## config.mk

```make
export PLATFORM = sky130hd
export DESIGN_NAME = length_crc_packet_deframer_flat
export DESIGN_NICKNAME = d
export VERILOG_FILES = /design/src/design/lcpd_pkg.sv /design/src/design/lcpd_in_if.sv /design/src/design/lcpd_out_if.sv /design/src/design/length_crc_packet_deframer.sv /design/src/design/lcpd_front.sv /design/src/design/lcpd_queue.sv /design/src/design/lcpd_back.sv /design/src/flat_wrapper.sv
export SDC_FILE = /design/constraint.sdc
export NUM_CORES = 1
export LEC_CHECK = 0
export ABC_AREA = 1
export BUFFER_PORTS_ARGS = -buffer_cell sky130_fd_sc_hd__buf_2
export CORE_ASPECT_RATIO = 2
export CORE_MARGIN = 1.5
export CORE_UTILIZATION = 35
export DETAILED_ROUTE_END_ITERATION = 16
export PLACE_DENSITY = 0.65
export RECOVER_POWER = 25
export SLEW_MARGIN = 20
export SYNTH_ARGS = -nofsm -noshare
export SYNTH_HDL_FRONTEND = slang
export SYNTH_SLANG_ARGS = --single-unit
```

## constraint.sdc

```tcl
create_clock -name i_clk -period 4.4 [get_ports i_clk]
set_input_delay 0.22 -clock i_clk [delete_from_list [all_inputs] [get_ports i_clk]]
set_output_delay 0.22 -clock i_clk [all_outputs]
set_load 0.01 [all_outputs]
```

## src/design/lcpd_pkg.sv

```systemverilog
package lcpd_pkg;

    localparam logic [1:0] ACT_BYTE  = 2'd0;
    localparam logic [1:0] ACT_TICK  = 2'd1;
    localparam logic [1:0] ACT_FLUSH = 2'd2;

    localparam logic REG_MAX_PAYLOAD = 1'b0;
    localparam logic REG_STALE_TICKS = 1'b1;

    localparam logic [9:0]  RST_MAX_PAYLOAD = 10'd508;
    localparam logic [15:0] RST_STALE_TICKS = 16'd10000;

    localparam logic [10:0] GARBAGE_SLACK = 11'd10;
    localparam logic [15:0] CRC_SEED      = 16'hFFFF;
    localparam logic [15:0] CRC_POLY      = 16'hA001;
    localparam logic [10:0] BSG_MAX       = 11'h7FF;
    localparam logic [15:0] IDLE_MAX      = 16'hFFFF;
    localparam logic [9:0]  FLEN_MAX      = 10'h3FF;

    localparam int QUEUE_DEPTH = 4;

    typedef enum logic [2:0] {
        PH_LEN_HI  = 3'd0,
        PH_LEN_LO  = 3'd1,
        PH_PAYLOAD = 3'd2,
        PH_CRC_HI  = 3'd3,
        PH_CRC_LO  = 3'd4
    } t_phase;

    typedef enum logic [2:0] {
        KIND_PAYLOAD = 3'd0,
        KIND_GOOD    = 3'd1,
        KIND_CRC_BAD = 3'd2,
        KIND_BAD_LEN = 3'd3,
        KIND_RESET   = 3'd4
    } t_kind;

    typedef struct packed {
        t_kind      kind;
        logic [7:0] payload_byte;
        logic [9:0] frame_length;
    } t_result;

    // results caused by one input transfer; r1 is used only when two is set
    typedef struct packed {
        logic    two;
        t_result r0;
        t_result r1;
    } t_group;

    function automatic logic [15:0] crc16_byte(logic [15:0] crc, logic [7:0] b);
        logic [15:0] c;
        c = crc ^ {8'h00, b};
        for (int i = 0; i < 8; i++) begin
            c = c[0] ? ((c >> 1) ^ CRC_POLY) : (c >> 1);
        end
        return c;
    endfunction

    function automatic logic [9:0] sat_len(logic [15:0] v);
        return (v > {6'd0, FLEN_MAX}) ? FLEN_MAX : v[9:0];
    endfunction

endpackage

```

## src/design/lcpd_in_if.sv

```systemverilog
interface lcpd_in_if;
    logic       valid;
    logic       ready;
    logic [1:0] action;
    logic [7:0] rx_byte;

    modport source (output valid, output action, output rx_byte, input ready);
    modport sink   (input valid, input action, input rx_byte, output ready);
endinterface

```

## src/design/lcpd_out_if.sv

```systemverilog
interface lcpd_out_if;
    logic       valid;
    logic       ready;
    logic [2:0] kind;
    logic [7:0] payload_byte;
    logic [9:0] frame_length;
    logic       last;

    modport source (output valid, output kind, output payload_byte, output frame_length,
                    output last, input ready);
    modport sink   (input valid, input kind, input payload_byte, input frame_length,
                    input last, output ready);
endinterface

```

## src/design/length_crc_packet_deframer.sv

```systemverilog
// Length-prefixed frame deframer with CRC-16/MODBUS check.
// i_in: one transfer per received byte, millisecond tick or flush request.
// o_out: result transfers (payload byte, frame good, CRC bad, bad length,
//   stale/garbage reset); last marks the final result of one input transfer.
// APB port: max_payload at 0x0, stale_ticks at 0x4; write only while idle.
// A result is written into the result queue and offered from its head.
// Throughput: one input per cycle while the queue is not full; the parser
//   updates all state combinationally (byte-wide CRC XOR network). An input
//   with two results is offered as two output transfers.
// A four-entry result queue sits between parser and output, so inputs keep
//   flowing while a result waits; i_in.ready drops only when it is full.
// Reset: parser back to awaiting the length high byte, queue emptied,
//   registers to 508 and 10000.
module length_crc_packet_deframer import lcpd_pkg::*; #(
    parameter int LEN_BITS = 10
) (
    input  logic        i_clk,
    input  logic        i_rst_n,
    lcpd_in_if.sink     i_in,
    lcpd_out_if.source  o_out,
    input  logic        psel,
    input  logic        penable,
    input  logic        pwrite,
    input  logic [2:0]  paddr,
    input  logic [31:0] pwdata,
    output logic [31:0] prdata,
    output logic        pready
);

    logic [9:0]  r_max_payload;
    logic [15:0] r_stale_ticks;
    logic        cfg_wr;
    logic        take;
    logic        push;
    logic        pop;
    logic        full;
    logic        empty;
    t_group      group;
    t_group      head;

    assign pready = 1'b1;
    assign cfg_wr = psel && penable && pwrite;
    assign prdata = (paddr[2] == REG_STALE_TICKS) ? {16'd0, r_stale_ticks}
                                                  : {22'd0, r_max_payload};

    always_ff @(posedge i_clk) begin
        if (!i_rst_n) begin
            r_max_payload <= RST_MAX_PAYLOAD;
            r_stale_ticks <= RST_STALE_TICKS;
        end else if (cfg_wr) begin
            if (paddr[2] == REG_MAX_PAYLOAD) begin
                r_max_payload <= pwdata[9:0];
            end else begin
                r_stale_ticks <= pwdata[15:0];
            end
        end
    end

    assign i_in.ready = !full;
    assign take       = i_in.valid && !full;

    lcpd_front #(
        .LEN_BITS (LEN_BITS)
    ) u_front (
        .i_clk         (i_clk),
        .i_rst_n       (i_rst_n),
        .i_take        (take),
        .i_action      (i_in.action),
        .i_rx_byte     (i_in.rx_byte),
        .i_max_payload (r_max_payload),
        .i_stale_ticks (r_stale_ticks),
        .o_push        (push),
        .o_group       (group)
    );

    lcpd_queue u_queue (
        .i_clk   (i_clk),
        .i_rst_n (i_rst_n),
        .i_push  (push),
        .i_group (group),
        .i_pop   (pop),
        .o_full  (full),
        .o_empty (empty),
        .o_head  (head)
    );

    lcpd_back u_back (
        .i_clk   (i_clk),
        .i_rst_n (i_rst_n),
        .i_empty (empty),
        .i_head  (head),
        .o_pop   (pop),
        .o_out   (o_out)
    );

`ifndef SYNTH
    a_reset_is_last: assert property (@(posedge i_clk) disable iff (!i_rst_n)
        (o_out.valid && o_out.kind == KIND_RESET) |-> o_out.last)
        else $error("reset result not final");

    a_second_follows: assert property (@(posedge i_clk) disable iff (!i_rst_n)
        (o_out.valid && o_out.ready && !o_out.last) |=> o_out.valid)
        else $error("second result missing");

    a_byte_zero: assert property (@(posedge i_clk) disable iff (!i_rst_n)
        (o_out.valid && o_out.kind != KIND_PAYLOAD) |-> (o_out.payload_byte == 8'd0))
        else $error("nonzero byte on status result");
`endif

endmodule

```

## src/design/lcpd_front.sv

```systemverilog
module lcpd_front import lcpd_pkg::*; #(
    parameter int LEN_BITS = 10
) (
    input  logic        i_clk,
    input  logic        i_rst_n,
    input  logic        i_take,
    input  logic [1:0]  i_action,
    input  logic [7:0]  i_rx_byte,
    input  logic [9:0]  i_max_payload,
    input  logic [15:0] i_stale_ticks,
    output logic        o_push,
    output t_group      o_group
);

    localparam logic [15:0] LEN_MAX = 16'((32'd1 << LEN_BITS) - 32'd1);

    t_phase                r_phase, n_phase;
    logic [15:0]           r_exp_len, n_exp_len;
    logic [LEN_BITS-1:0]   r_cnt, n_cnt;
    logic [15:0]           r_crc, n_crc;
    logic [7:0]            r_crc_hi, n_crc_hi;
    logic [10:0]           r_bsg, n_bsg;
    logic [15:0]           r_idle, n_idle;
    logic                  r_held, n_held;

    logic [15:0]         eff_max;
    logic [15:0]         len_val;
    logic                len_ok;
    logic [LEN_BITS-1:0] cnt_inc;
    logic                cnt_done;
    logic [10:0]         bsg_inc;
    logic [10:0]         bsg_byte;
    logic [15:0]         idle_inc;
    logic                crc_good;
    logic                post_pay;
    logic                is_byte, is_tick, is_flush;
    logic                drop_len, garbage, stale, drop_any;

    assign is_byte  = i_take && (i_action == ACT_BYTE);
    assign is_tick  = i_take && (i_action == ACT_TICK);
    assign is_flush = i_take && (i_action == ACT_FLUSH);

    assign eff_max  = ({6'd0, i_max_payload} < LEN_MAX) ? {6'd0, i_max_payload} : LEN_MAX;
    assign len_val  = r_exp_len | {8'h00, i_rx_byte};
    assign len_ok   = (len_val != 16'd0) && (len_val <= eff_max);
    assign cnt_inc  = r_cnt + 1'b1;
    assign cnt_done = 16'(cnt_inc) >= r_exp_len;
    assign bsg_inc  = (r_bsg == BSG_MAX) ? r_bsg : r_bsg + 11'd1;
    assign idle_inc = (r_idle == IDLE_MAX) ? r_idle : r_idle + 16'd1;
    assign crc_good = {r_crc_hi, i_rx_byte} == r_crc;
    assign post_pay = (r_phase == PH_LEN_LO && len_ok) || r_phase == PH_PAYLOAD
                   || r_phase == PH_CRC_HI;

    // byte count after this byte, before any drop
    assign bsg_byte = (r_phase >= PH_CRC_LO && crc_good) ? 11'd0 : bsg_inc;

    assign drop_len = is_byte && (r_phase == PH_LEN_LO) && !len_ok;
    assign garbage  = is_byte && !drop_len
                   && (bsg_byte > ({1'b0, i_max_payload} + GARBAGE_SLACK));
    assign stale    = is_tick && r_held && (idle_inc > i_stale_ticks);
    assign drop_any = drop_len || garbage || stale || is_flush;

    // next state
    always_comb begin
        n_phase = r_phase;
        if (drop_any) begin
            n_phase = PH_LEN_HI;
        end else if (is_byte) begin
            unique case (r_phase)
                PH_LEN_HI:  n_phase = PH_LEN_LO;
                PH_LEN_LO:  n_phase = PH_PAYLOAD;
                PH_PAYLOAD: n_phase = cnt_done ? PH_CRC_HI : PH_PAYLOAD;
                PH_CRC_HI:  n_phase = PH_CRC_LO;
                PH_CRC_LO:  n_phase = PH_LEN_HI;
                default:    n_phase = PH_LEN_HI;
            endcase
        end
    end

    // datapath and results
    always_comb begin
        logic emit0;
        emit0     = 1'b0;
        n_exp_len = r_exp_len;
        n_cnt     = r_cnt;
        n_crc     = r_crc;
        n_crc_hi  = r_crc_hi;
        n_bsg     = r_bsg;
        n_idle    = r_idle;
        n_held    = r_held;
        o_group   = '0;

        if (is_byte) begin
            n_idle = 16'd0;
            n_bsg  = bsg_inc;
            unique case (r_phase)
                PH_LEN_HI: begin
                    n_exp_len = {i_rx_byte, 8'h00};
                    n_held    = 1'b1;
                end
                PH_LEN_LO: begin
                    n_exp_len = len_val;
                    if (!len_ok) begin
                        emit0                 = 1'b1;
                        o_group.r0.kind         = KIND_BAD_LEN;
                        o_group.r0.frame_length = sat_len(len_val);
                    end else begin
                        n_cnt = '0;
                        n_crc = CRC_SEED;
                    end
                end
                PH_PAYLOAD: begin
                    n_crc                   = crc16_byte(r_crc, i_rx_byte);
                    n_cnt                   = cnt_inc;
                    emit0                   = 1'b1;
                    o_group.r0.kind         = KIND_PAYLOAD;
                    o_group.r0.payload_byte = i_rx_byte;
                    o_group.r0.frame_length = r_exp_len[9:0];
                end
                PH_CRC_HI: begin
                    n_crc_hi = i_rx_byte;
                end
                default: begin
                    emit0                   = 1'b1;
                    o_group.r0.kind         = crc_good ? KIND_GOOD : KIND_CRC_BAD;
                    o_group.r0.frame_length = r_exp_len[9:0];
                    n_exp_len               = 16'd0;
                    n_cnt                   = '0;
                    n_crc                   = CRC_SEED;
                    n_crc_hi                = 8'h00;
                    n_held                  = 1'b0;
                    if (crc_good) begin
                        n_bsg = 11'd0;
                    end
                end
            endcase

            if (garbage) begin
                if (emit0) begin
                    o_group.two             = 1'b1;
                    o_group.r1.kind         = KIND_RESET;
                    o_group.r1.frame_length = post_pay ? sat_len(n_exp_len) : 10'd0;
                end else begin
                    emit0                   = 1'b1;
                    o_group.r0.kind         = KIND_RESET;
                    o_group.r0.frame_length = post_pay ? sat_len(n_exp_len) : 10'd0;
                end
            end
        end else if (is_tick) begin
            n_idle = idle_inc;
            if (stale) begin
                emit0                   = 1'b1;
                o_group.r0.kind         = KIND_RESET;
                o_group.r0.frame_length = (r_phase == PH_PAYLOAD || r_phase == PH_CRC_HI
                                           || r_phase == PH_CRC_LO) ? sat_len(r_exp_len)
                                                                    : 10'd0;
            end
        end

        if (drop_any) begin
            n_exp_len = 16'd0;
            n_cnt     = '0;
            n_crc     = CRC_SEED;
            n_crc_hi  = 8'h00;
            n_bsg     = 11'd0;
            n_held    = 1'b0;
        end

        o_push = emit0;
    end

    always_ff @(posedge i_clk) begin
        if (!i_rst_n) begin
            r_phase   <= PH_LEN_HI;
            r_exp_len <= 16'd0;
            r_cnt     <= '0;
            r_crc     <= CRC_SEED;
            r_crc_hi  <= 8'h00;
            r_bsg     <= 11'd0;
            r_idle    <= 16'd0;
            r_held    <= 1'b0;
        end else begin
            r_phase   <= n_phase;
            r_exp_len <= n_exp_len;
            r_cnt     <= n_cnt;
            r_crc     <= n_crc;
            r_crc_hi  <= n_crc_hi;
            r_bsg     <= n_bsg;
            r_idle    <= n_idle;
            r_held    <= n_held;
        end
    end

endmodule

```

## src/design/lcpd_queue.sv

```systemverilog
module lcpd_queue import lcpd_pkg::*; (
    input  logic   i_clk,
    input  logic   i_rst_n,
    input  logic   i_push,
    input  t_group i_group,
    input  logic   i_pop,
    output logic   o_full,
    output logic   o_empty,
    output t_group o_head
);

    localparam int PTR_W = $clog2(QUEUE_DEPTH);
    localparam int CNT_W = $clog2(QUEUE_DEPTH + 1);

    t_group             r_mem [QUEUE_DEPTH];
    logic [PTR_W-1:0]   r_wr, n_wr;
    logic [PTR_W-1:0]   r_rd, n_rd;
    logic [CNT_W-1:0]   r_cnt, n_cnt;
    logic               do_push, do_pop;

    assign o_full  = r_cnt == CNT_W'(QUEUE_DEPTH);
    assign o_empty = r_cnt == '0;
    assign o_head  = r_mem[r_rd];
    assign do_push = i_push && !o_full;
    assign do_pop  = i_pop && !o_empty;

    always_comb begin
        n_wr  = do_push ? r_wr + 1'b1 : r_wr;
        n_rd  = do_pop ? r_rd + 1'b1 : r_rd;
        n_cnt = r_cnt + CNT_W'(do_push) - CNT_W'(do_pop);
    end

    always_ff @(posedge i_clk) begin
        if (do_push) begin
            r_mem[r_wr] <= i_group;
        end
    end

    always_ff @(posedge i_clk) begin
        if (!i_rst_n) begin
            r_wr  <= '0;
            r_rd  <= '0;
            r_cnt <= '0;
        end else begin
            r_wr  <= n_wr;
            r_rd  <= n_rd;
            r_cnt <= n_cnt;
        end
    end

endmodule

```

## src/design/lcpd_back.sv

```systemverilog
module lcpd_back import lcpd_pkg::*; (
    input  logic              i_clk,
    input  logic              i_rst_n,
    input  logic              i_empty,
    input  t_group            i_head,
    output logic              o_pop,
    lcpd_out_if.source        o_out
);

    logic    r_sub, n_sub;
    t_result res;
    logic    is_last;
    logic    fire;

    assign res     = r_sub ? i_head.r1 : i_head.r0;
    assign is_last = r_sub || !i_head.two;
    assign fire    = !i_empty && o_out.ready;
    assign o_pop   = fire && is_last;

    assign o_out.valid        = !i_empty;
    assign o_out.kind         = res.kind;
    assign o_out.payload_byte = res.payload_byte;
    assign o_out.frame_length = res.frame_length;
    assign o_out.last         = is_last;

    always_comb begin
        n_sub = r_sub;
        if (fire) begin
            n_sub = !is_last;
        end
    end

    always_ff @(posedge i_clk) begin
        if (!i_rst_n) begin
            r_sub <= 1'b0;
        end else begin
            r_sub <= n_sub;
        end
    end

endmodule
```

## src/flat_wrapper.sv

```systemverilog
// flat-port wrapper written by rule: the top's interface ports become plain ports
module length_crc_packet_deframer_flat import lcpd_pkg::*;
#(
    parameter int LEN_BITS = 10
)
  (i_clk, i_rst_n, psel, penable, pwrite, paddr, pwdata, prdata, pready, i_in_valid, i_in_action, i_in_rx_byte, i_in_ready, o_out_valid, o_out_kind, o_out_payload_byte, o_out_frame_length, o_out_last, o_out_ready);
  lcpd_in_if i_in_i ();
  lcpd_out_if o_out_i ();
  input  logic i_clk;
  input  logic i_rst_n;
  input  logic psel;
  input  logic penable;
  input  logic pwrite;
  input  logic [2:0] paddr;
  input  logic [31:0] pwdata;
  output logic [31:0] prdata;
  output logic pready;
  input wire logic [$bits(i_in_i.valid)-1:0] i_in_valid;
  input wire logic [$bits(i_in_i.action)-1:0] i_in_action;
  input wire logic [$bits(i_in_i.rx_byte)-1:0] i_in_rx_byte;
  output wire logic [$bits(i_in_i.ready)-1:0] i_in_ready;
  output wire logic [$bits(o_out_i.valid)-1:0] o_out_valid;
  output wire logic [$bits(o_out_i.kind)-1:0] o_out_kind;
  output wire logic [$bits(o_out_i.payload_byte)-1:0] o_out_payload_byte;
  output wire logic [$bits(o_out_i.frame_length)-1:0] o_out_frame_length;
  output wire logic [$bits(o_out_i.last)-1:0] o_out_last;
  input wire logic [$bits(o_out_i.ready)-1:0] o_out_ready;
  assign i_in_i.valid = i_in_valid;
  assign i_in_i.action = i_in_action;
  assign i_in_i.rx_byte = i_in_rx_byte;
  assign i_in_ready = i_in_i.ready;
  assign o_out_valid = o_out_i.valid;
  assign o_out_kind = o_out_i.kind;
  assign o_out_payload_byte = o_out_i.payload_byte;
  assign o_out_frame_length = o_out_i.frame_length;
  assign o_out_last = o_out_i.last;
  assign o_out_i.ready = o_out_ready;
  length_crc_packet_deframer #(.LEN_BITS(LEN_BITS)) u_core (.i_clk(i_clk), .i_rst_n(i_rst_n), .i_in(i_in_i), .o_out(o_out_i), .psel(psel), .penable(penable), .pwrite(pwrite), .paddr(paddr), .pwdata(pwdata), .prdata(prdata), .pready(pready));
endmodule
```

==> flow_summary.yaml, run 1 <==
outcome:
  status: "complete, but fails checks"
  violations: "max-capacitance violations, max-slew violations"
yosys:
  yosysTopAreaCell: "edfxtp_1"
  synth.area.top_cells: "edfxtp_1, dfxtp_1, o21ai_0"
  yosysSeqAreaShare_pct: 46.7
  syn_area_per_cell_sq_um: 8.16
  synth-main-ff-cell: "edfxtp_1"
  synth_edf_count: 128
  ys_warn_count: 0
  synth_cells: 1624
  synthesis.area_sq_mm: 0.0133
  synth_top_area_share_pct: 29.0
  yosysUniqueCellTypes: 50
  synth-seq-cells: 245
  async_reset_ff_share_pct: 0
sta:
  fin_skew_ps: 32.3
  period_share_pct: 92.3
  maxSlewHeadroom_pct: -27.8
  setup_tns_ps: 0
  maxClockFrequency_mhz: 246
  final-setup-viol-count: 0
  slew_viol_final: 50
  tightest_slew_ps: 1920
  hold_viol: 0
  period_minus_slack_ps: 4060
worst_setup_path:
  cp_max_fo: 6
  crit_type: "reg2reg"
  worst_ep_arrival_time_ps: 4530
  crit_required_ps: 4870
  cp-end-kind: "register"
  r2r_cells: 25
  cp-start-kind: "register"
placed_design:
  place_congestion: 0.946
  numPortBuffers: 73
  dp_hpwl_um: 26400
  placed_area_sq_mm: 0.0142
power_and_ir_drop:
  power.leakage_nw: 6.38
  p_total_mw: 5.74
  p_per_area_mw_per_mm2: 382
  vdd_ir_drop_max_mv: 0.289
global_routing:
  grt_pass1_wl_um: 56100
  grt_pass1_vias: 11100
  antenna_found_initial: 0
  grt_max_degree: 63
  grt.overflow.total: 0
  grtUsageTotal_pct: 18.2
clock_network:
  h-tree-depth: 1
  cts_max_path_buffers: 3
  cts-root-buf: "clkbuf_16"
  clk_latency_ps: 530
  clock-sinks: 245
  path_clk_slew_ps: 80
  cts_tree: "built"
  numCtsBuffers: 21
drt:
  drt-pass1-iter-count: 8
  via_per_inst: 5.17
  totalWireLength_um: 35900
  drc: 0
  drtIter0Drc: 610
  detail-route-antenna-nets: 0
  num_vias: 11300
  wire_per_inst_um: 16.4
layout:
  layout_common_cells: "nand2_1, nor2_1, o21ai_0"
  drive_gt1_share_pct: 9.56
  nets: 1825
  synthToLayoutAreaGrowth_pct: 13.4
  antennaDiodeCount: 0
  design_area_sq_mm: 0.0150
  final_common_cell: "nand2_1"
floorplan:
  io_pins: 109
  die_x_um: 141
  rows: 100
  core_sq_mm: 0.0373
  dieArea_sq_mm: 0.0391
  start_util_pct: 35.5
  die_h_um: 278
job:
  cap_violations: 1
min_path:
  min_path_cells: 4
  hp-class: "in2reg"
repair_timing:
action | CTS | global route
gates resized for setup | 0 | 5
buffers inserted | 0 | 0
endpoints found under the setup margin | 0 | 2
hold buffers | 16 | 0
hold endpoints to repair | 23 | 0
path summary, 6_finish.rpt:
| path | startpoint | to | slack [ps] |
|---|---|---|---|
| worst max-delay path | u_core.u_front.r_bsg[1] | u_core.u_queue.r_cnt[2] | 340 |
| worst min register to register | u_core.u_queue.r_rd[1] | register | 470 |
| worst min-delay path | o_out_ready | u_core.u_back.r_sub | 140 |
| worst max register to register | u_core.u_front.r_bsg[1] | u_core.u_queue.r_cnt[2] | 340 |
cell type report:
| type | count | area (sq um) |
|---|---|---|
| fillers | 3735 | 22300 |
| repair buffers | 130 | 828 |
| multi-input cells | 1130 | 6040 |
| clock inverters | 13 | 166 |
| well taps | 459 | 574 |
| inverters | 183 | 689 |
| clock buffers | 25 | 541 |
| flip-flops and latches | 245 | 6190 |
Yosys cell counts, types with 4 or more instances:
master    instances
inv_1           172
nor2_4           12
or2_2             8
buf_4            19
nand3b_1          5
o22ai_1          15
xnor2_1          15
ha_1             61
a31oi_1          11
buf_1             6
nor2_1          240
xor2_1           27
o21bai_1         11
nor4_1            7
a22oi_1           5
o21ai_0         201
clkbuf_1         41
o211ai_1         15
dfxtp_1         117
nand3_1          54
inv_2             9
nand2_2           4
a21oi_1          96
edfxtp_1        128
nand2_1         252
nor3_1           29
buf_2            12
nand4_1          13
nor2_2            5
state kept, by name, summed over array words and instances, names as in the netlist, 2 cells and up, named ones only:
name	count
u_core.r_max_payload	10
u_core.r_stale_ticks	16
u_core.u_front.r_bsg	11
u_core.u_front.r_cnt	10
u_core.u_front.r_crc	16
u_core.u_front.r_crc_hi	8
u_core.u_front.r_exp_len	16
u_core.u_front.r_idle	16
u_core.u_front.r_phase	3
u_core.u_queue.r_cnt	3
u_core.u_queue.r_mem	128
u_core.u_queue.r_rd	2
u_core.u_queue.r_wr	2
critical path, stage by stage (launching register included):
cell	delay (ps)
dfxtp_1	370
ha_1	240
nand2_1	90
inv_1	60
nand4_1	120
nor2_1	180
nand4_2	190
or2_2	320
o21ai_0	60
or2_2	130
inv_1	50
ha_1	270
nand2_1	70
nor2_1	40
a41oi_1	370
nand3_4	140
nand2_1	100
inv_2	40
ha_1	260
inv_1	50
ha_1	130
inv_1	50
fa_1	380
inv_1	70
o21ai_0	80
a21oi_1	130
layer usage:
layer  up-vias  share of wire [%]  track usage, %
met4         0                6.7            11.7
li1       5553                  -               -
met3       114                3.4            1.38
met1      5315                 35            17.2
met2       308                 55            36.7
met5         -                  0               0
cells by family after synthesis:
| group | count (synthesis) | share of synthesized area, % |
|---|---|---|
| simple gates | 644 | 21.4 |
| compound gates | 365 | 14.8 |
| buf+inv | 264 | 8.35 |
| flops | 245 | 46.7 |
| fa+ha+maj | 62 | 5.91 |
| xor+xnor | 42 | 2.78 |
| other cells | 2 | 0.0567 |
power by group:
part | total (mW) | switching (mW) | leakage (nW) | internal, mW
Clock | 1.94 | 0.864 | 0.331 | 1.07
Sequential | 2.54 | 0.0707 | 2.13 | 2.47
Combinational | 1.26 | 0.868 | 3.92 | 0.395
metrics by stage:
step | utilization, % | worst slack, ps | instances | hold slack, ps
2_1_floorplan | - | -10.4 | 1639 | 346
3_3_place_gp | 38.1 | 297 | 2131 | 438
3_5_place_dp | 38.1 | 215 | 2131 | 447
4_1_cts | 40.4 | 193 | 2185 | 115
5_1_grt | 40.3 | -6.24 | 2185 | 161
6_report | 40.3 | 340 | 2185 | 140
(Power assumes the default switching activity.)
==> inputs of run 2 (changes only) <==
--- a/config.mk
+++ b/config.mk
@@ -5,7 +5,6 @@
 export SDC_FILE = /design/constraint.sdc
 export NUM_CORES = 1
 export LEC_CHECK = 0
-export ABC_AREA = 1
 export BUFFER_PORTS_ARGS = -buffer_cell sky130_fd_sc_hd__buf_2
 export CORE_ASPECT_RATIO = 2
 export CORE_MARGIN = 1.5
==> run 2 against run 1 <==
The run now ends clean. Sequential share of layout area about the same. Wire length shrank 7.0%. Fmax is 7.6% lower. Critical path type unchanged. Highest routed layer unchanged.
==> flow_summary.yaml, run 2 <==
layout:
  register_area_sq_mm: 0.00619
  largest_register: "u_core.u_queue.r_mem"
  synthToLayoutAreaGrowth_pct: 18.3
  antennaDiodeCount: 0
  drive_gt1_share_pct: 18.5
  layout_common_cells: "nand2_1, edfxtp_1, dfxtp_1"
  nFillCells: 3448
  nets: 1510
  final_common_cell: "nand2_1"
  multi_input_area_sq_mm: 0.00615
  largest_reg_flops: 128
  post-route-util_pct: 42.0
drt:
  num_vias: 9834
  detail-route-antenna-nets: 0
  wire_per_inst_um: 17.9
  drc: 0
  drt-pass1-iter-count: 5
  via_per_inst: 5.28
  drtIter0Drc: 387
  totalWireLength_um: 33400
power_and_ir_drop:
  vdd_ir_drop_max_mv: 0.300
  power.leakage_nw: 5.64
  p_per_area_mw_per_mm2: 339
  p_total_mw: 5.11
yosys:
  yosysSeqAreaShare_pct: 48.6
  synth.area.top_cells: "edfxtp_1, dfxtp_1, ha_1"
  synth_cells: 1264
  synth-main-ff-cell: "edfxtp_1"
  synth_edf_count: 128
  synth.most_common_cell: "nand2_1"
  yosysTopAreaCell: "edfxtp_1"
  syn_area_per_cell_sq_um: 10.1
  synth_top_area_share_pct: 30.2
  synth_common_cells: "nand2_1, edfxtp_1, dfxtp_1"
  synth-seq-cells: 245
  synthesis.area_sq_mm: 0.0127
  yosysUniqueCellTypes: 72
  ys_warn_count: 0
  async_reset_ff_share_pct: 0
global_routing:
  grt_max_degree: 41
  grt_pass1_wl_um: 52400
  antenna_found_initial: 0
  grtUsageTotal_pct: 17.9
  grt_pass1_vias: 9980
  grt.overflow.total: 0
sta:
  period_share_pct: 99.9
  slew_viol_final: 0
  fin_ws_ps: 5.16
  maxSlewHeadroom_pct: 12.7
  tightest_slew_ps: 1310
  rsz0062_at_grt: "yes"
  period_minus_slack_ps: 4390
  hold_viol: 0
  setup_tns_ps: 0
  maxClockFrequency_mhz: 228
  final-setup-viol-count: 0
  fin_skew_ps: 41.0
worst_setup_path:
  cp-end-kind: "register"
  crit_path_cell_trace: "ha_4 -> nand3_2 -> nor4_4 -> nand4_1 -> buf_4 -> mux2_4 -> ha_1 -> nor2b_1 -> o211ai_1 -> a21boi_2 -> o41ai_4 -> inv_1 -> nor3_4 -> ha_1 -> inv_1 -> ha_1 -> inv_1 -> fa_2 -> xnor2_2 -> xnor2_1 -> and2_1"
  crit_buf_inv: 4
  cp_num_cells: 21
  cp_max_fo: 6
  setup.worst_path.start: "u_core.u_front.r_idle[1]"
  crit_type: "reg2reg"
  cp_slowest_cell: "fa_2"
  rrSetupSlack_ps: 5
  reg2reg_from: "u_core.u_front.r_idle[1]"
  cp-start-kind: "register"
  rr_endpoint: "u_core.u_queue.r_cnt[2]"
  max_stage_delay_ps: 370
  worst_ep_arrival_time_ps: 4840
  crit_required_ps: 4840
  cp_top_family: "adder cells"
  crit_end: "u_core.u_queue.r_cnt[2]"
  r2r_cells: 21
floorplan:
  die_h_um: 273
  core_sq_mm: 0.0358
  start_util_pct: 35.6
  dieArea_sq_mm: 0.0376
  rows: 98
  io_pins: 109
  die_x_um: 138
outcome:
  status: "finished, final reports clean"
placed_design:
  dp_slack_ps: -48.9
  numPortBuffers: 73
  dp_hpwl_um: 24800
  place_congestion: 0.923
job:
  cap_violations: 0
clock_network:
  h-tree-depth: 1
  clk_latency_ps: 550
  cts_tree: "built"
  numCtsBuffers: 22
  cts-root-buf: "clkbuf_16"
  path_clk_slew_ps: 80
  cts_max_path_buffers: 3
  clock-sinks: 245
min_path:
  hp-class: "in2reg"
[run 2: per-stage QoR]
| stage | instances | area [sq um] | hold WS, ps |
|---|---|---|---|
| floorplan | 1279 | 12900 | 358 |
| global placement | 1804 | 14100 | 451 |
| detailed placement | 1804 | 14100 | 459 |
| CTS | 1861 | 15000 | 118 |
| global route | 1862 | 15100 | 155 |
| finish | 1862 | 15100 | 138 |
[run 2: kinds of logic after synthesis]
| family | count (synthesis) | share of synthesized area (%) |
|---|---|---|
| and+or+nand+nor | 470 | 17.3 |
| DFF | 245 | 48.6 |
| AOI/OAI and AO/OA | 236 | 11.6 |
| buffers and inverters | 136 | 4.76 |
| xor gates and xnor gates | 73 | 5.13 |
| adders and majority gates | 62 | 6.15 |
| muxes | 40 | 6.34 |
| other | 2 | 0.0590 |
[run 2: worst min path at each step]
stage,from,to,slack [ps],cells past startpoint
after floorplan,pwdata[2],u_core.r_max_payload[2],360,2
after global placement,u_core.u_front.r_cnt[9],u_core.u_front.r_cnt[9],450,2
after detailed placement,pwdata[10],u_core.r_stale_ticks[10],460,3
after CTS,i_in_action[1],u_core.u_front.r_idle[14],120,5
after global routing,i_in_action[1],u_core.u_front.r_idle[15],160,5
final,i_in_action[1],u_core.u_front.r_idle[15],140,5
[run 2: metal layers]
layer  vias to the layer above  GRT usage (%)  share of wire [%]
met5                         -              0                  0
met4                         0           10.8                5.9
met3                        99           1.78                3.3
met2                       261           35.2                 57
met1                      4731           17.3                 34
li1                       4743              -                  -
[run 2: power breakdown]
| part | switching [mW] | internal [mW] | leakage (nW) | total (mW) |
|---|---|---|---|---|
| Combinational | 0.392 | 0.264 | 3.18 | 0.656 |
| Sequential | 0.0328 | 2.41 | 2.10 | 2.44 |
| Clock | 0.934 | 1.07 | 0.363 | 2.01 |
[run 2: timing repair]
action                                  4_1_cts  5_1_grt
endpoints found under the setup margin        1       42
resized for setup                             2       16
setup buffers                                 0        1
endpoints found under the hold margin        27        0
pin swaps                                     0        3
hold buffers                                 17        0
gates cloned                                  0        0
[run 2: worst register-to-register path, stage by stage, from the launching register on]
cell and delay (ps):
dfxtp_2 350, ha_4 150, nand3_2 90, nor4_4 230, nand4_1 280, buf_4 240, mux2_4 300, ha_1 290
nor2b_1 130, o211ai_1 290, a21boi_2 120, o41ai_4 260, inv_1 120, nor3_4 180, ha_1 260, inv_1 50
ha_1 130, inv_1 50, fa_2 370, xnor2_2 140, xnor2_1 120, and2_1 150
[run 2: cell type report]
cell class              instances  share of cell area (%)
flip-flops and latches        245                    41.1
multi-input cells             898                    40.9
repair buffers                174                    7.93
well taps                     450                    3.74
clock buffers                  24                    3.71
inverters                      55                    1.37
clock inverters                16                    1.25
==> inputs of run 3 (changes only) <==
--- a/config.mk
+++ b/config.mk
@@ -10,7 +10,6 @@
 export CORE_MARGIN = 1.5
 export CORE_UTILIZATION = 35
 export DETAILED_ROUTE_END_ITERATION = 16
-export PLACE_DENSITY = 0.65
 export RECOVER_POWER = 25
 export SLEW_MARGIN = 20
 export SYNTH_ARGS = -nofsm -noshare
==> constraint.sdc (replaced) <==
create_clock -name i_clk -period 4.8 [get_ports i_clk]
set_input_delay 0.24 -clock i_clk [delete_from_list [all_inputs] [get_ports i_clk]]
set_output_delay 0.24 -clock i_clk [all_outputs]
set_load 0.01 [all_outputs]
==> run 3 against run 2 <==
Core utilization shrank 1.3 points. Sequential share of layout area grew 1.4 points. Non-clock buffer count shrank 43. Die area is the same. Highest routed layer is now met5. Hold slack lost 35 ps. Cell count shrank 2.3%. Largest power group unchanged. Final area shrank 3.2%.
==> flow_summary.yaml, run 3 (synthesized netlist as in run 2, its figures left out) <==
outcome:
  status: "finished, final reports clean"
worst_setup_path:
  cp_max_fo: 8
  cp-start-kind: "register"
  reg2reg_from: "u_core.u_front.r_idle[4]"
  worst_ep_arrival_time_ps: 4960
  cp-end-kind: "register"
  r2r_cells: 20
  crit_required_ps: 5230
  crit_type: "reg2reg"
  rr_endpoint: "u_core.u_queue.r_cnt[2]"
  rrSetupSlack_ps: 270
sta:
  fin_skew_ps: 20.7
  tightest_slew_ps: 1410
  setup_tns_ps: 0
  slew_viol_final: 0
  maxSlewHeadroom_pct: 6.30
  final-setup-viol-count: 0
  rsz0062_at_grt: "no"
  period_minus_slack_ps: 4530
  hold_viol: 0
  maxClockFrequency_mhz: 221
  period_share_pct: 94.4
placed_design:
  placed_area_sq_mm: 0.0137
  dp_hpwl_um: 23900
  place_congestion: 0.944
  numPortBuffers: 73
  dp.cells: 1761
drt:
  wire_per_inst_um: 17.9
  drt-pass1-iter-count: 5
  drtIter0Drc: 451
  totalWireLength_um: 32500
  num_vias: 9605
  detail-route-antenna-nets: 0
  drc: 0
  via_per_inst: 5.28
clock_network:
  cts-root-buf: "clkbuf_16"
  path_clk_slew_ps: 70
  numCtsBuffers: 22
  h-tree-depth: 1
  clk_latency_ps: 530
  cts_max_path_buffers: 3
  cts_tree: "built"
  clock-sinks: 245
layout:
  largest_register: "u_core.u_queue.r_mem"
  final_common_cell: "nand2_1"
  design_area_sq_mm: 0.0146
  stdcell_count: 1819
  synthToLayoutAreaGrowth_pct: 14.5
  nets: 1467
  layout_common_cells: "nand2_1, edfxtp_1, dfxtp_1"
  largest_reg_flops: 128
  post-route-util_pct: 40.7
  drive_gt1_share_pct: 14.1
  antennaDiodeCount: 0
floorplan:
  io_pins: 109
  rows: 98
  die_h_um: 273
  core_sq_mm: 0.0358
  start_util_pct: 35.6
  die_x_um: 138
  dieArea_sq_mm: 0.0376
min_path:
  hp-start: "i_in_action[1]"
  hp-class: "in2reg"
  min_path_cells: 4
  min_to: "u_core.u_front.r_idle[14]"
job:
  cap_violations: 0
global_routing:
  antenna_found_initial: 1
  grt_pass1_vias: 9801
  grtUsageTotal_pct: 17.7
  grt_pass1_wl_um: 51700
  grt_max_degree: 41
  grt.overflow.total: 0
power_and_ir_drop:
  vdd_ir_drop_max_mv: 0.273
  p_per_area_mw_per_mm2: 316
  power.leakage_nw: 5.33
[run 3: cell types whose count changed in the layout (fill, tap and decap cells not counted), sizes merged]
cell,before,now
buf,135,86
clkbuf,46,53
clkinvlp,1,4
inv,60,56
[run 3: worst max-delay path, cell delays in order, from the launching register on]
cell	delay [ps]
dfxtp_2	400
nand4_1	240
nor4_4	280
nand4_1	190
buf_4	220
mux2_1	340
ha_1	300
nor2b_1	130
o211ai_1	160
a21boi_0	140
o41ai_2	390
inv_1	130
nor3_4	210
ha_1	250
inv_1	50
ha_1	130
inv_1	50
fa_1	400
xnor2_1	150
xnor2_1	120
and2_1	150
[run 3: repair_timing]
item,CTS,global route
resized for setup,0,9
setup endpoints to repair,0,1
setup buffers,0,1
hold buffers,17,0
endpoints found under the hold margin,26,0
[run 3: how the worst max path moves through the flow]
| stage | from | end | slack [ps] | cells past startpoint |
|---|---|---|---|---|
| 6_report | u_core.u_front.r_idle[4] | u_core.u_queue.r_cnt[2] | 270 | 20 |
| 5_1_grt | u_core.u_front.r_idle[1] | u_core.u_queue.r_cnt[2] | 10 | 21 |
| 4_1_cts | u_core.u_front.r_idle[0] | u_core.u_queue.r_cnt[2] | 170 | 21 |
| 3_5_place_dp | u_core.u_front.r_idle[0] | u_core.u_queue.r_cnt[2] | 210 | 21 |
| 3_3_place_gp | u_core.u_front.r_idle[4] | u_core.u_queue.r_cnt[2] | 290 | 20 |
| 2_1_floorplan | i_in_rx_byte[4] | u_core.u_queue.r_mem[0][0] | -210 | 15 |
[run 3: through the flow]
| stage | hold slack [ps] | worst slack (ps) | power (mW) |
|---|---|---|---|
| 3_3_place_gp | 451 | 291 | 2.85 |
| 6_report | 104 | 269 | 4.61 |
| 5_1_grt | 130 | 11.0 | 4.79 |
| 4_1_cts | 87.8 | 171 | 4.66 |
| 3_5_place_dp | 457 | 206 | 2.86 |
| 2_1_floorplan | 378 | -205 | 2.68 |
[run 3: cell type report]
class | instances | area [sq um]
clock buffers | 25 | 583
clock inverters | 15 | 136
fillers | 3520 | 21200
inverters | 55 | 206
multi-input cells | 898 | 6040
flip-flops and latches | 245 | 6190
well taps | 450 | 563
repair buffers | 131 | 852
[run 3: power breakdown]
group	switching, mW	internal (mW)
combinational	0.350	0.220
sequential	0.0296	2.21
clock	0.813	0.989
total	1.19	3.42
[run 3: routing by layer]
metal	vias up	global-route usage [%]	share of wire [%]
met5	-	0	0.031
met4	2	8.06	4.1
met3	71	2.06	3.4
met2	210	35.3	57
met1	4673	17.5	36
li1	4649	-	-
